==> src/rrts_pkg.sv <==
`default_nettype none

package rrts_pkg;

   // field widths fixed by the item formats
   localparam int BURST_W    = 16;
   localparam int QUANTUM_W  = 16;
   localparam int TIME_W     = 32;
   localparam int SLOT_OUT_W = 4;
   localparam int STATUS_W   = 2;

   // slice length after reset
   localparam logic [QUANTUM_W-1:0] QUANTUM_RESET = 16'd10;

   // request function codes
   localparam logic FUNC_ARRIVE = 1'b0;
   localparam logic FUNC_TICK   = 1'b1;

   // response status codes
   localparam logic [STATUS_W-1:0] STATUS_ACCEPT    = 2'd0;
   localparam logic [STATUS_W-1:0] STATUS_REJECT    = 2'd1;
   localparam logic [STATUS_W-1:0] STATUS_IDLE_TICK = 2'd2;
   localparam logic [STATUS_W-1:0] STATUS_RAN       = 2'd3;

   // controller to datapath commands
   typedef struct packed {
      logic load;    // capture request, issue table read
      logic commit;  // update state, fill response register
      logic pop;     // response taken downstream
   } ctrl_cmd_type;

   // datapath to controller status
   typedef struct packed {
      logic out_full;
   } dp_status_type;

endpackage

`default_nettype wire

==> src/rrts_req_if.sv <==
`default_nettype none

interface rrts_req_if;
   logic                           valid;
   logic                           ready;
   logic                           func;
   logic [rrts_pkg::BURST_W-1:0]   burst;

   modport source (output valid, output func, output burst, input ready);
   modport sink   (input valid, input func, input burst, output ready);
endinterface

`default_nettype wire

==> src/rrts_rsp_if.sv <==
`default_nettype none

interface rrts_rsp_if;
   logic                              valid;
   logic                              ready;
   logic [rrts_pkg::STATUS_W-1:0]     status;
   logic [rrts_pkg::SLOT_OUT_W-1:0]   ran_index;
   logic [rrts_pkg::SLOT_OUT_W-1:0]   next_index;
   logic                              finished;
   logic [rrts_pkg::TIME_W-1:0]       finish_time;
   logic [rrts_pkg::TIME_W-1:0]       time_after;

   modport source (output valid, output status, output ran_index, output next_index,
                   output finished, output finish_time, output time_after, input ready);
   modport sink   (input valid, input status, input ran_index, input next_index,
                   input finished, input finish_time, input time_after, output ready);
endinterface

`default_nettype wire

==> src/rrts_ctrl.sv <==
`default_nettype none

module rrts_ctrl (
   input  wire logic                    clock,
   input  wire logic                    reset,
   input  wire logic                    req_valid,
   output      logic                    req_ready,
   input  wire logic                    rsp_ready,
   input  wire rrts_pkg::dp_status_type status,
   output      rrts_pkg::ctrl_cmd_type  cmd
);

   localparam logic [0:0] ST_IDLE = 1'b0;
   localparam logic [0:0] ST_EXEC = 1'b1;

   logic [0:0] state_ff;
   logic [0:0] state_in;

   // handshake and commands
   always_comb begin
      req_ready  = (state_ff == ST_IDLE);
      cmd.load   = req_valid && req_ready;
      cmd.pop    = status.out_full && rsp_ready;
      cmd.commit = (state_ff == ST_EXEC) && (!status.out_full || rsp_ready);
   end

   // next state
   always_comb begin
      state_in = state_ff;
      unique case (state_ff)
         ST_IDLE: begin
            if (cmd.load) state_in = ST_EXEC;
         end
         ST_EXEC: begin
            if (cmd.commit) state_in = ST_IDLE;
         end
         default: state_in = ST_IDLE;
      endcase
   end

   always_ff @(posedge clock) begin
      if (reset) begin
         state_ff <= ST_IDLE;
      end else begin
         state_ff <= state_in;
      end
   end

endmodule

`default_nettype wire

==> src/rrts_dpath.sv <==
`default_nettype none

module rrts_dpath #(
   parameter int MAX_JOBS = 16
) (
   input  wire logic                                  clock,
   input  wire logic                                  reset,
   input  wire rrts_pkg::ctrl_cmd_type                cmd,
   output      rrts_pkg::dp_status_type               status,
   input  wire logic                                  req_func,
   input  wire logic [rrts_pkg::BURST_W-1:0]          req_burst,
   input  wire logic                                  csr_we,
   input  wire logic [rrts_pkg::QUANTUM_W-1:0]        csr_wdata,
   output      logic                                  rsp_valid,
   output      logic [rrts_pkg::STATUS_W-1:0]         rsp_status,
   output      logic [rrts_pkg::SLOT_OUT_W-1:0]       rsp_ran_index,
   output      logic [rrts_pkg::SLOT_OUT_W-1:0]       rsp_next_index,
   output      logic                                  rsp_finished,
   output      logic [rrts_pkg::TIME_W-1:0]           rsp_finish_time,
   output      logic [rrts_pkg::TIME_W-1:0]           rsp_time_after
);

   localparam int IDX_W = $clog2(MAX_JOBS);
   localparam int CNT_W = $clog2(MAX_JOBS + 1);
   localparam int BW    = rrts_pkg::BURST_W;
   localparam int QW    = rrts_pkg::QUANTUM_W;
   localparam int TW    = rrts_pkg::TIME_W;
   localparam int OW    = rrts_pkg::SLOT_OUT_W;

   // lowest set bit of a mask as a slot number
   function automatic logic [IDX_W-1:0] lowest_index(input logic [MAX_JOBS-1:0] mask);
      logic [MAX_JOBS-1:0] iso;
      logic [IDX_W-1:0]    enc;
      iso = mask & (~mask + MAX_JOBS'(1));
      enc = '0;
      for (int i = 0; i < MAX_JOBS; i++) begin
         if (iso[i]) enc = enc | IDX_W'(i);
      end
      return enc;
   endfunction

   // low bits of a slot number for the response
   function automatic logic [OW-1:0] slot_out(input logic [IDX_W-1:0] v);
      logic [IDX_W+OW-1:0] w;
      w = {{OW{1'b0}}, v};
      return w[OW-1:0];
   endfunction

   // captured request and configuration
   logic                func_ff;
   logic [BW-1:0]       burst_ff;
   logic [QW-1:0]       quantum_ff;

   // scheduler state
   logic [MAX_JOBS-1:0] live_ff, live_in;
   logic [CNT_W-1:0]    arrived_ff, arrived_in;
   logic [CNT_W-1:0]    done_ff, done_in;
   logic [IDX_W-1:0]    cur_ff, cur_in;
   logic [QW-1:0]       slice_ff, slice_in;
   logic [TW-1:0]       time_ff, time_in;

   // remaining burst table
   logic [BW-1:0]       remaining_mem [MAX_JOBS];
   logic [BW-1:0]       rd_data_ff;
   logic                mem_we;
   logic [IDX_W-1:0]    mem_addr;
   logic [BW-1:0]       mem_wdata;

   // response register
   logic                rsp_valid_ff, rsp_valid_in;
   logic [rrts_pkg::STATUS_W-1:0] status_ff, status_in;
   logic [OW-1:0]       ran_ff, ran_in;
   logic [OW-1:0]       next_ff, next_in;
   logic                fin_ff, fin_in;
   logic [TW-1:0]       ftime_ff, ftime_in;
   logic [TW-1:0]       tafter_ff, tafter_in;

   // working terms
   logic                idle;
   logic                full;
   logic [IDX_W-1:0]    slot;
   logic [BW-1:0]       rem_dec;
   logic                job_done;
   logic                expired;
   logic [QW-1:0]       slice_dec;
   logic [TW-1:0]       time_inc;
   logic [MAX_JOBS-1:0] cand_hi, cand_lo;
   logic [IDX_W-1:0]    pick;

   assign status.out_full = rsp_valid_ff;

   // rotating search for the next live slot
   always_comb begin
      for (int i = 0; i < MAX_JOBS; i++) begin
         cand_hi[i] = live_ff[i] && (IDX_W'(i) > cur_ff);
         cand_lo[i] = live_ff[i] && (IDX_W'(i) < cur_ff);
      end
      priority if (|cand_hi) begin
         pick = lowest_index(cand_hi);
      end else if (|cand_lo) begin
         pick = lowest_index(cand_lo);
      end else begin
         pick = cur_ff;
      end
   end

   // per-request arithmetic
   always_comb begin
      idle      = (done_ff >= arrived_ff);
      full      = (arrived_ff >= CNT_W'(MAX_JOBS));
      slot      = arrived_ff[IDX_W-1:0];
      rem_dec   = rd_data_ff - BW'(1);
      job_done  = (rem_dec == '0);
      expired   = (slice_ff <= QW'(1));
      slice_dec = (slice_ff == '0) ? '0 : slice_ff - QW'(1);
      time_inc  = (time_ff == '1) ? time_ff : time_ff + TW'(1);
   end

   // state update and response on commit; pop clears the response
   always_comb begin
      live_in      = live_ff;
      arrived_in   = arrived_ff;
      done_in      = done_ff;
      cur_in       = cur_ff;
      slice_in     = slice_ff;
      time_in      = time_ff;
      mem_we       = 1'b0;
      mem_addr     = cur_ff;
      mem_wdata    = rem_dec;
      status_in    = status_ff;
      ran_in       = ran_ff;
      next_in      = next_ff;
      fin_in       = fin_ff;
      ftime_in     = ftime_ff;
      tafter_in    = tafter_ff;
      rsp_valid_in = rsp_valid_ff;

      if (cmd.pop) rsp_valid_in = 1'b0;

      if (cmd.commit) begin
         rsp_valid_in = 1'b1;
         ran_in       = '0;
         fin_in       = 1'b0;
         ftime_in     = '0;
         if (func_ff == rrts_pkg::FUNC_ARRIVE) begin
            if (full || (burst_ff == '0)) begin
               status_in = rrts_pkg::STATUS_REJECT;
            end else begin
               status_in     = rrts_pkg::STATUS_ACCEPT;
               ran_in        = slot_out(slot);
               mem_we        = 1'b1;
               mem_addr      = slot;
               mem_wdata     = burst_ff;
               live_in[slot] = 1'b1;
               arrived_in    = arrived_ff + CNT_W'(1);
               if (idle) begin
                  cur_in   = slot;
                  slice_in = quantum_ff;
               end
            end
         end else if (idle) begin
            status_in = rrts_pkg::STATUS_IDLE_TICK;
            time_in   = time_inc;
         end else begin
            status_in = rrts_pkg::STATUS_RAN;
            ran_in    = slot_out(cur_ff);
            mem_we    = 1'b1;
            slice_in  = slice_dec;
            time_in   = time_inc;
            if (job_done) begin
               fin_in          = 1'b1;
               ftime_in        = time_inc;
               live_in[cur_ff] = 1'b0;
               done_in         = done_ff + CNT_W'(1);
               slice_in        = quantum_ff;
               cur_in          = pick;
            end else if (expired) begin
               slice_in = quantum_ff;
               cur_in   = pick;
            end
         end
         next_in   = slot_out(cur_in);
         tafter_in = time_in;
      end
   end

   // control registers
   always_ff @(posedge clock) begin
      if (reset) begin
         quantum_ff   <= rrts_pkg::QUANTUM_RESET;
         live_ff      <= '0;
         arrived_ff   <= '0;
         done_ff      <= '0;
         cur_ff       <= '0;
         slice_ff     <= rrts_pkg::QUANTUM_RESET;
         time_ff      <= '0;
         rsp_valid_ff <= 1'b0;
      end else begin
         if (csr_we) quantum_ff <= csr_wdata;
         live_ff      <= live_in;
         arrived_ff   <= arrived_in;
         done_ff      <= done_in;
         cur_ff       <= cur_in;
         slice_ff     <= slice_in;
         time_ff      <= time_in;
         rsp_valid_ff <= rsp_valid_in;
      end
   end

   // payload registers
   always_ff @(posedge clock) begin
      if (cmd.load) begin
         func_ff  <= req_func;
         burst_ff <= req_burst;
      end
      status_ff <= status_in;
      ran_ff    <= ran_in;
      next_ff   <= next_in;
      fin_ff    <= fin_in;
      ftime_ff  <= ftime_in;
      tafter_ff <= tafter_in;
   end

   // table: read current slot on capture, write back on commit
   always_ff @(posedge clock) begin
      if (cmd.load) rd_data_ff <= remaining_mem[cur_ff];
      if (mem_we) remaining_mem[mem_addr] <= mem_wdata;
   end

   assign rsp_valid       = rsp_valid_ff;
   assign rsp_status      = status_ff;
   assign rsp_ran_index   = ran_ff;
   assign rsp_next_index  = next_ff;
   assign rsp_finished    = fin_ff;
   assign rsp_finish_time = ftime_ff;
   assign rsp_time_after  = tafter_ff;

endmodule

`default_nettype wire

==> src/round_robin_time_slice_scheduler_unit.sv <==
// channel   dir   handshake                 payload
// req_ch    in    valid/ready               func, burst
// rsp_ch    out   valid/ready               status, ran_index, next_index, finished,
//                                           finish_time, time_after
// csr       in    csr_we, write only        csr_wdata (quantum)
//
// Each request is captured together with the table read, then committed.
// The burst table with its registered read sets this split into capture and commit.
// A result waits in the response register; the commit of the next request holds
// while that register is still full and rsp_ch.ready is low.
// Synchronous active-high reset; no clearing pass, the table is written before read.
`default_nettype none

module round_robin_time_slice_scheduler_unit #(
   parameter int MAX_JOBS = 16
) (
   input  wire logic                                clock,
   input  wire logic                                reset,
   rrts_req_if.sink                                 req_ch,
   rrts_rsp_if.source                               rsp_ch,
   input  wire logic                                csr_we,
   input  wire logic [rrts_pkg::QUANTUM_W-1:0]      csr_wdata
);

   rrts_pkg::ctrl_cmd_type  cmd;
   rrts_pkg::dp_status_type dp_status;
   logic                    req_ready;

   // sequencing
   rrts_ctrl u_ctrl (
      .clock     (clock),
      .reset     (reset),
      .req_valid (req_ch.valid),
      .req_ready (req_ready),
      .rsp_ready (rsp_ch.ready),
      .status    (dp_status),
      .cmd       (cmd)
   );

   assign req_ch.ready = req_ready;

   // scheduler state and table
   rrts_dpath #(
      .MAX_JOBS (MAX_JOBS)
   ) u_dpath (
      .clock           (clock),
      .reset           (reset),
      .cmd             (cmd),
      .status          (dp_status),
      .req_func        (req_ch.func),
      .req_burst       (req_ch.burst),
      .csr_we          (csr_we),
      .csr_wdata       (csr_wdata),
      .rsp_valid       (rsp_ch.valid),
      .rsp_status      (rsp_ch.status),
      .rsp_ran_index   (rsp_ch.ran_index),
      .rsp_next_index  (rsp_ch.next_index),
      .rsp_finished    (rsp_ch.finished),
      .rsp_finish_time (rsp_ch.finish_time),
      .rsp_time_after  (rsp_ch.time_after)
   );

endmodule

`default_nettype wire

==> src/flat_wrapper.sv <==
// flat-port wrapper written by rule: the top's interface ports become plain ports
module round_robin_time_slice_scheduler_unit_flat 
#(
   parameter int MAX_JOBS = 16
)
  (clock, reset, csr_we, csr_wdata, req_ch_valid, req_ch_func, req_ch_burst, req_ch_ready, rsp_ch_valid, rsp_ch_status, rsp_ch_ran_index, rsp_ch_next_index, rsp_ch_finished, rsp_ch_finish_time, rsp_ch_time_after, rsp_ch_ready);
  rrts_req_if req_ch_i ();
  rrts_rsp_if rsp_ch_i ();
  input  wire logic clock;
  input  wire logic reset;
  input  wire logic csr_we;
  input  wire logic [rrts_pkg::QUANTUM_W-1:0] csr_wdata;
  input wire logic [$bits(req_ch_i.valid)-1:0] req_ch_valid;
  input wire logic [$bits(req_ch_i.func)-1:0] req_ch_func;
  input wire logic [$bits(req_ch_i.burst)-1:0] req_ch_burst;
  output wire logic [$bits(req_ch_i.ready)-1:0] req_ch_ready;
  output wire logic [$bits(rsp_ch_i.valid)-1:0] rsp_ch_valid;
  output wire logic [$bits(rsp_ch_i.status)-1:0] rsp_ch_status;
  output wire logic [$bits(rsp_ch_i.ran_index)-1:0] rsp_ch_ran_index;
  output wire logic [$bits(rsp_ch_i.next_index)-1:0] rsp_ch_next_index;
  output wire logic [$bits(rsp_ch_i.finished)-1:0] rsp_ch_finished;
  output wire logic [$bits(rsp_ch_i.finish_time)-1:0] rsp_ch_finish_time;
  output wire logic [$bits(rsp_ch_i.time_after)-1:0] rsp_ch_time_after;
  input wire logic [$bits(rsp_ch_i.ready)-1:0] rsp_ch_ready;
  assign req_ch_i.valid = req_ch_valid;
  assign req_ch_i.func = req_ch_func;
  assign req_ch_i.burst = req_ch_burst;
  assign req_ch_ready = req_ch_i.ready;
  assign rsp_ch_valid = rsp_ch_i.valid;
  assign rsp_ch_status = rsp_ch_i.status;
  assign rsp_ch_ran_index = rsp_ch_i.ran_index;
  assign rsp_ch_next_index = rsp_ch_i.next_index;
  assign rsp_ch_finished = rsp_ch_i.finished;
  assign rsp_ch_finish_time = rsp_ch_i.finish_time;
  assign rsp_ch_time_after = rsp_ch_i.time_after;
  assign rsp_ch_i.ready = rsp_ch_ready;
  round_robin_time_slice_scheduler_unit #(.MAX_JOBS(MAX_JOBS)) u_core (.clock(clock), .reset(reset), .req_ch(req_ch_i), .rsp_ch(rsp_ch_i), .csr_we(csr_we), .csr_wdata(csr_wdata));
endmodule
==> config.mk <==
export PLATFORM = sky130hd
export DESIGN_NAME = round_robin_time_slice_scheduler_unit_flat
export DESIGN_NICKNAME = d
export VERILOG_FILES = /design/src/rrts_pkg.sv /design/src/rrts_req_if.sv /design/src/rrts_rsp_if.sv /design/src/rrts_ctrl.sv /design/src/rrts_dpath.sv /design/src/round_robin_time_slice_scheduler_unit.sv /design/src/flat_wrapper.sv
export SDC_FILE = /design/constraint.sdc
export NUM_CORES = 1
export LEC_CHECK = 0
export BUFFER_PORTS_ARGS = -buffer_cell sky130_fd_sc_hd__clkbuf_2
export CAP_MARGIN = 20
export CORE_ASPECT_RATIO = 1.1
export CORE_MARGIN = 2
export CORE_UTILIZATION = 40
export CTS_CLUSTER_SIZE = 14
export DETAILED_ROUTE_END_ITERATION = 8
export GPL_ROUTABILITY_DRIVEN = 0
export GPL_TIMING_DRIVEN = 0
export SLEW_MARGIN = 20
export SYNTH_ARGS = -nofsm -noshare
export SYNTH_HDL_FRONTEND = slang
export SYNTH_SLANG_ARGS = --single-unit
==> constraint.sdc <==
create_clock -name clock -period 15.3 [get_ports clock]
set_clock_uncertainty 0.05 [all_clocks]
set_input_delay 1.53 -clock clock [delete_from_list [all_inputs] [get_ports clock]]
set_output_delay 1.53 -clock clock [all_outputs]
set_load 0.02 [all_outputs]
== Word level (Yosys, flattened, before mapping) ==
Memories as Yosys holds them, arrays and structs flattened. A register that Yosys moved wholly into a read port is not among the register bits.
Index checks and enable logic that the tools add are counted.

* Bits in registers: 188
* Memory bits (writable): 256
* Output and inout port bits: 77
* Logic and storage cells: 212
* Memories kept: 1

{| class="wikitable"
|+ Memories
! name !! depth !! bits a word !! rd ports !! clocked after memory_dff !! write ports !! RTL line !! RTL
|-
| u_core.u_dpath.remaining_mem || 16 || 16 || 1 || 1 || 1 || rrts_dpath.sv:63 || <nowiki>logic [BW-1:0] remaining_mem [MAX_JOBS];</nowiki>
|}

* Add/sub/neg operators: 7
* $lt $le $gt $ge: 39
* Equal/unequal tests: 4
* Mux-type cells: 79
* Bitwise logic cells: 12
* Reduce and logical (&&, ||, !) cells: 53

{| class="wikitable"
|+ Operators with widths
! operator !! count
|-
| 2-to-1 mux 16 bit || 14
|-
| 2-to-1 mux 4 bit || 30
|-
| 2-to-1 mux 32 bit || 2
|-
| bitwise AND 16 bit || 3
|-
| zero test 16 bit || 3
|-
| inverter 16 bit || 3
|-
| logical AND 1 bit || 37
|-
| adder 16 x 1 -> 16 bit (second input constant) || 2
|-
| adder 32 x 1 -> 32 bit (second input constant) || 1
|-
| == test 32 bit (second input constant) || 1
|-
| > comparator 4 bit (first input constant) || 8
|-
| < comparator 4 bit (first input constant) || 8
|-
| OR reduction 16 bit || 2
|-
| subtractor 16 x 1 -> 16 bit (second input constant) || 2
|-
| 2-to-1 mux 3 bit || 8
|-
| 2-to-1 mux 1 bit || 17
|-
| > comparator 3 x 4 -> 1 bit (first input constant) || 4
|-
| <= comparator 16 x 1 -> 1 bit (second input constant) || 1
|-
| < comparator 3 x 4 -> 1 bit (first input constant) || 4
|-
| OR 16 bit || 1
|-
| AND reduction 4 bit || 3
|-
| adder 5 x 1 -> 5 bit (second input constant) || 2
|-
| < comparator 4 x 5 -> 1 bit (second input constant) || 2
|-
| 2-to-1 mux 2 bit || 5
|-
| other kinds (18) || 31
|}

== Depth between registers and ports, before layout ==
* Word-level depth: 26
* Gate-level depth with buffers: 12
* Depth with buffers taken out: 12

== Cells and area by module ==
Synthesis repeated with hierarchy kept, for this count alone.

* Cells, all modules: 1,546
* Area, all modules: 20,495.9 µm²

{| class="wikitable"
|+ By module, submodules not included
! module !! instances !! cells each !! area an instance (µm²)
|-
| rrts_dpath || 1 || 1,537 || 20,429.6
|-
| rrts_ctrl || 1 || 9 || 66.3
|}

== Worst setup path after synthesis ==
OpenSTA, ideal clock, no wires.

* Path type: input to register
* Start point: input rsp_ch_ready
* End point: memory u_core.u_dpath.remaining_mem[0][0] in the netlist's numbering, enable pin
* Setup time: 0.389 ns
* Arrival time: 5.512 ns
* Data required time: 14.861 ns
* Setup slack: 9.350 ns
* Stages: 6
* Buffers on the path: 1
* Cell sequence: nand2b_1 -> nand2_1 -> inv_1 -> clkbuf_1 -> nand3_1 -> nor2_1

{| class="wikitable"
|+ RTL lines
! what !! RTL line !! RTL
|-
| from (decl) || flat_wrapper.sv:24 || <nowiki>input wire logic [$bits(rsp_ch_i.ready)-1:0] rsp_ch_ready;</nowiki>
|-
| to (decl) || rrts_dpath.sv:63 ||
|}

== Final worst setup path ==
* Start point: register u_core.u_dpath.cur_ff[1]
* End point: memory u_core.u_dpath.remaining_mem[2][4] in the netlist's numbering, enable pin

* Word-level cells in the longest chain between the ends: 3

{| class="wikitable"
|+ Ends and longest elaborated chain
! what !! RTL line !! RTL
|-
| from (decl) || rrts_dpath.sv:58 || <nowiki>logic [IDX_W-1:0] cur_ff, cur_in;</nowiki>
|-
| from (signal assigned) || rrts_dpath.sv:203 || <nowiki>cur_ff <= cur_in;</nowiki>
|-
| 2-to-1 mux 4 bit || rrts_dpath.sv:146 || <nowiki>if (full || (burst_ff == '0)) begin</nowiki>
|-
| 2-to-1 mux 4 bit || rrts_dpath.sv:145 || <nowiki>if (func_ff == rrts_pkg::FUNC_ARRIVE) begin</nowiki>
|-
| 2-to-1 mux 4 bit * || rrts_dpath.sv:140 || <nowiki>if (cmd.commit) begin</nowiki>
|}

Mark *: on every way between the ends. The rest lies on a longest branch, timed or not.

==> run_results.csv <==
group,metric,value,unit
status,status,"finished, final reports clean",
cts,cts.clk_slew.worst_paths,0.06,ns
global_routing,grt_max_degree,59,
timing,hold_viol,0,
detailed_routing,viasPerCell,5.622,
critical_path,r2r_start,"u_core.u_dpath.cur_ff[1]$_SDFFE_PP0P_",
finish,layout-drive-gt1-share,0.1968,
finish,utilization,0.4657,
floorplan,io_pins,115,
floorplan,initial_utilization,0.4024,
flow_run,max_cap_viol_count,0,
critical_path,critPathLaunch,"u_core.u_dpath.cur_ff[1]$_SDFFE_PP0P_",
cts,max-clock-path-buffers,3,
yosys,synth-seq-cells,460,
global_routing,grt_usage,0.1999,
worst_hold_path,worstHoldStart,"u_core.u_dpath.quantum_ff[6]$_SDFFE_PP0P_",
timing,timing.hold.ws,0.4407,ns
timing,tightest_slew,1.080,ns
finish,nets,1761,
yosys,ys_seq_area_frac,0.6256,
timing,setup_violations,0,
timing,setup_slack,10.55,ns
placed_design,dp_hpwl,36220,um
finish,syn2layout_area_growth,15.73,%
yosys,yosysTopAreaCell,"edfxtp_1",
global_routing,grt_pass1_wl,80410,um
yosys,yosys.area.top_type_share,0.5321,
global_routing,antenna_found_initial,0,
placed_design,io_buffers,113,
cts,cts_setup_buffers,0,
yosys,synth_area_leaders,"edfxtp_1 (53%), dfxtp_1 (9.4%), mux4_2 (8.8%), nor2_1 (2.7%), xor2_1 (2.3%)",
yosys,synth-edff-count,364,
finish,layout.cells.non_filler,2410,
power,p_per_area,117.0,nW/um2
critical_path,cp_max_fo,16,
cts,clkLatencyLatePin,0.61,ns
yosys,netlist_area,20540,um2
timing,drv_slew,0,
critical_path,arrival,4.92,ns
detailed_routing,drt_pass1_iterations,7,
yosys,avgSynthCellArea,13.37,um2
timing,period_minus_slack,4.749,ns
detailed_routing,drc,0,
power,power,2.781,mW
detailed_routing,drtAntennaViolNets,0,
placed_design,dp_cells,2323,
timing,tns,0,ns
detailed_routing,wl,52790,um
placed_design,place_ws,10.30,ns
critical_path,worstPathRequired,15.47,ns
detailed_routing,vias,13548,
power,leakage,7.764,nW
timing,post-route-period-util,0.3104,
yosys,yosysWarnings,0,
cts,cts_tree,"done",
worst_hold_path,min_path_type,"reg2reg",
floorplan,dieArea,53190,um2
cts,clkSinkCount,460,
global_routing,grt_pass1_vias,13328,
finish,diodes,0,
detailed_routing,wl_per_cell,21.91,um
critical_path,worstSetupPathType,"reg2reg",
cts,root_buffer,"clkbuf_16",
detailed_routing,drtIter0Drc,1440,
critical_path,worstSetupEndpointType,"register",
yosys,syn-num-nets,1592,
timing,relSlewSlack,0.2766,
yosys,synth_ff_type,"edfxtp_1",
floorplan,dieHeight,241.7,um
floorplan,die_x,220.1,um
power,ir_worst_vdd,0.08066,mV
cts,postCtsHoldBufs,0,
global_routing,grt.overflow.total,0,
critical_path,worst_setup_path_start_kind,"register",
floorplan,core,51050,um2
cts,htree_levels,2,
placed_design,placed_area,22180,um2
timing,fmax,210.6,MHz
cts,cts_made_buffers,47,
yosys,async_flop_share,0,
critical_path,r2r_setup_slack,10.55,ns
yosys,synth_cells,1537,
finish,design_area,23770,um2
cts,cts_resized,0,
yosys,ys_types,87,
floorplan,num_rows,87,
timing,rsz0062_at_grt,"no",
-- path summary, 6_finish.rpt --
| kind | end | cells past startpoint |
|---|---|---|
| setup / recovery | u_core.u_dpath.remaining_mem[2][4]$_DFFE_PP_ | 9 |
| hold / removal | u_core.u_dpath.quantum_ff[6]$_SDFFE_PP0P_ | 2 |
| setup reg to reg | u_core.u_dpath.remaining_mem[2][4]$_DFFE_PP_ | 9 |
| hold reg to reg | u_core.u_dpath.quantum_ff[6]$_SDFFE_PP0P_ | 2 |
-- layout by cell type (no fill, tap or decap), types with 7 or more instances in the layout --
| master | Yosys | routed |
|---|---|---|
| a211oi_1 | 9 | 9 |
| a21oi_1 | 53 | 50 |
| a31oi_1 | 12 | 11 |
| and2_1 | 11 | 11 |
| and3_1 | 23 | 23 |
| and4_1 | 7 | 7 |
| buf_1 | 16 | 16 |
| buf_2 | 18 | 18 |
| clkbuf_1 | 55 | 59 |
| clkbuf_16 | 0 | 47 |
| clkbuf_2 | 0 | 116 |
| clkinv_1 | 1 | 12 |
| clkinv_2 | 0 | 7 |
| dfxtp_1 | 96 | 96 |
| edfxtp_1 | 364 | 364 |
| ha_1 | 17 | 17 |
| inv_1 | 32 | 32 |
| mux2i_1 | 19 | 19 |
| mux4_2 | 80 | 80 |
| nand2_1 | 107 | 107 |
| nand2b_1 | 11 | 11 |
| nand3_1 | 42 | 42 |
| nand4_1 | 31 | 31 |
| nor2_1 | 150 | 134 |
| nor2_4 | 1 | 15 |
| nor3_1 | 44 | 44 |
| nor4_1 | 21 | 21 |
| o21ai_0 | 50 | 42 |
| o21ai_1 | 7 | 15 |
| o31ai_1 | 7 | 7 |
| or3_1 | 17 | 17 |
| xnor2_1 | 48 | 48 |
| xor2_1 | 53 | 53 |
-- report_power, final --
group          internal, mW  leakage [nW]  switching [mW]
combinational        0.0583          2.90           0.133
clock                 0.672         0.769           0.496
sequential             1.40          4.09          0.0207
-- cells by family after synthesis --
kind of cell,after synthesis,share of synthesized area
buf+inv,125,0.02485
mux,102,0.09861
xor+xnor,101,0.04306
compound gates,225,0.07327
fa+ha+maj,17,0.01035
flops,460,0.6256
simple gates,507,0.1242
-- critical path: stages (launching register included) --
cell and delay, ns:
dfxtp_1 0.38, buf_2 0.26, buf_2 0.26, buf_1 0.49, clkbuf_1 0.74, clkbuf_1 0.69
o211ai_1 0.18, a21oi_1 0.31, nand2_1 0.31, nor2_4 0.68
-- cell usage after synthesis (all sizes together), types with 5 or more instances --
master	number
nor2b	6
xnor2	48
xor2	53
o21ai	58
nand3	42
nand2b	11
a31oi	12
o22ai	6
inv	32
ha	17
o21a	7
edfxtp	364
clkbuf	55
and3	23
a21o	6
a221oi	6
a22o	5
and4	7
o31ai	8
nor4b	7
buf	37
and2	11
a211oi	9
or3	17
mux4	80
a21oi	53
nor2	152
nand2	108
mux2i	19
nand4	32
a21boi	7
nor4	24
nor3	46
dfxtp	96
a32o	6
-- registers in the layout, indices dropped and copies added, names as in the netlist, 2 cells and up --
signal,count
u_core.u_dpath.remaining_mem,256
u_core.u_dpath.rsp_finish_time,32
u_core.u_dpath.rsp_time_after,32
u_core.u_dpath.time_ff,32
u_core.u_dpath.burst_ff,16
u_core.u_dpath.live_ff,16
u_core.u_dpath.quantum_ff,16
u_core.u_dpath.rd_data_ff,16
u_core.u_dpath.slice_ff,16
u_core.u_dpath.arrived_ff,5
u_core.u_dpath.done_ff,5
u_core.u_dpath.cur_ff,4
u_core.u_dpath.rsp_next_index,4
u_core.u_dpath.rsp_ran_index,4
u_core.u_dpath.rsp_status,2
-- layout make-up --
cell class | count | area [um2]
Multi-Input combinational cell | 952 | 7316
Tap cell | 667 | 834.6
Timing Repair Buffer | 120 | 680.7
Fill cell | 4481 | 27280
Inverter | 33 | 123.9
Clock buffer | 59 | 1255
Clock inverter | 27 | 317.8
Buffer | 92 | 394.1
Sequential cell | 460 | 12850
-- per-layer routing --
| metal | vias to the layer above | GRT usage | routed length [um] |
|---|---|---|---|
| met5 | - | 0 | 0 |
| met4 | 0 | 0.07086 | 1878 |
| met3 | 118 | 0.03472 | 3301 |
| met2 | 545 | 0.3300 | 25630 |
| met1 | 6673 | 0.2647 | 21980 |
| li1 | 6212 | - | - |
Note: power is estimated with default switching activity, not from simulation.
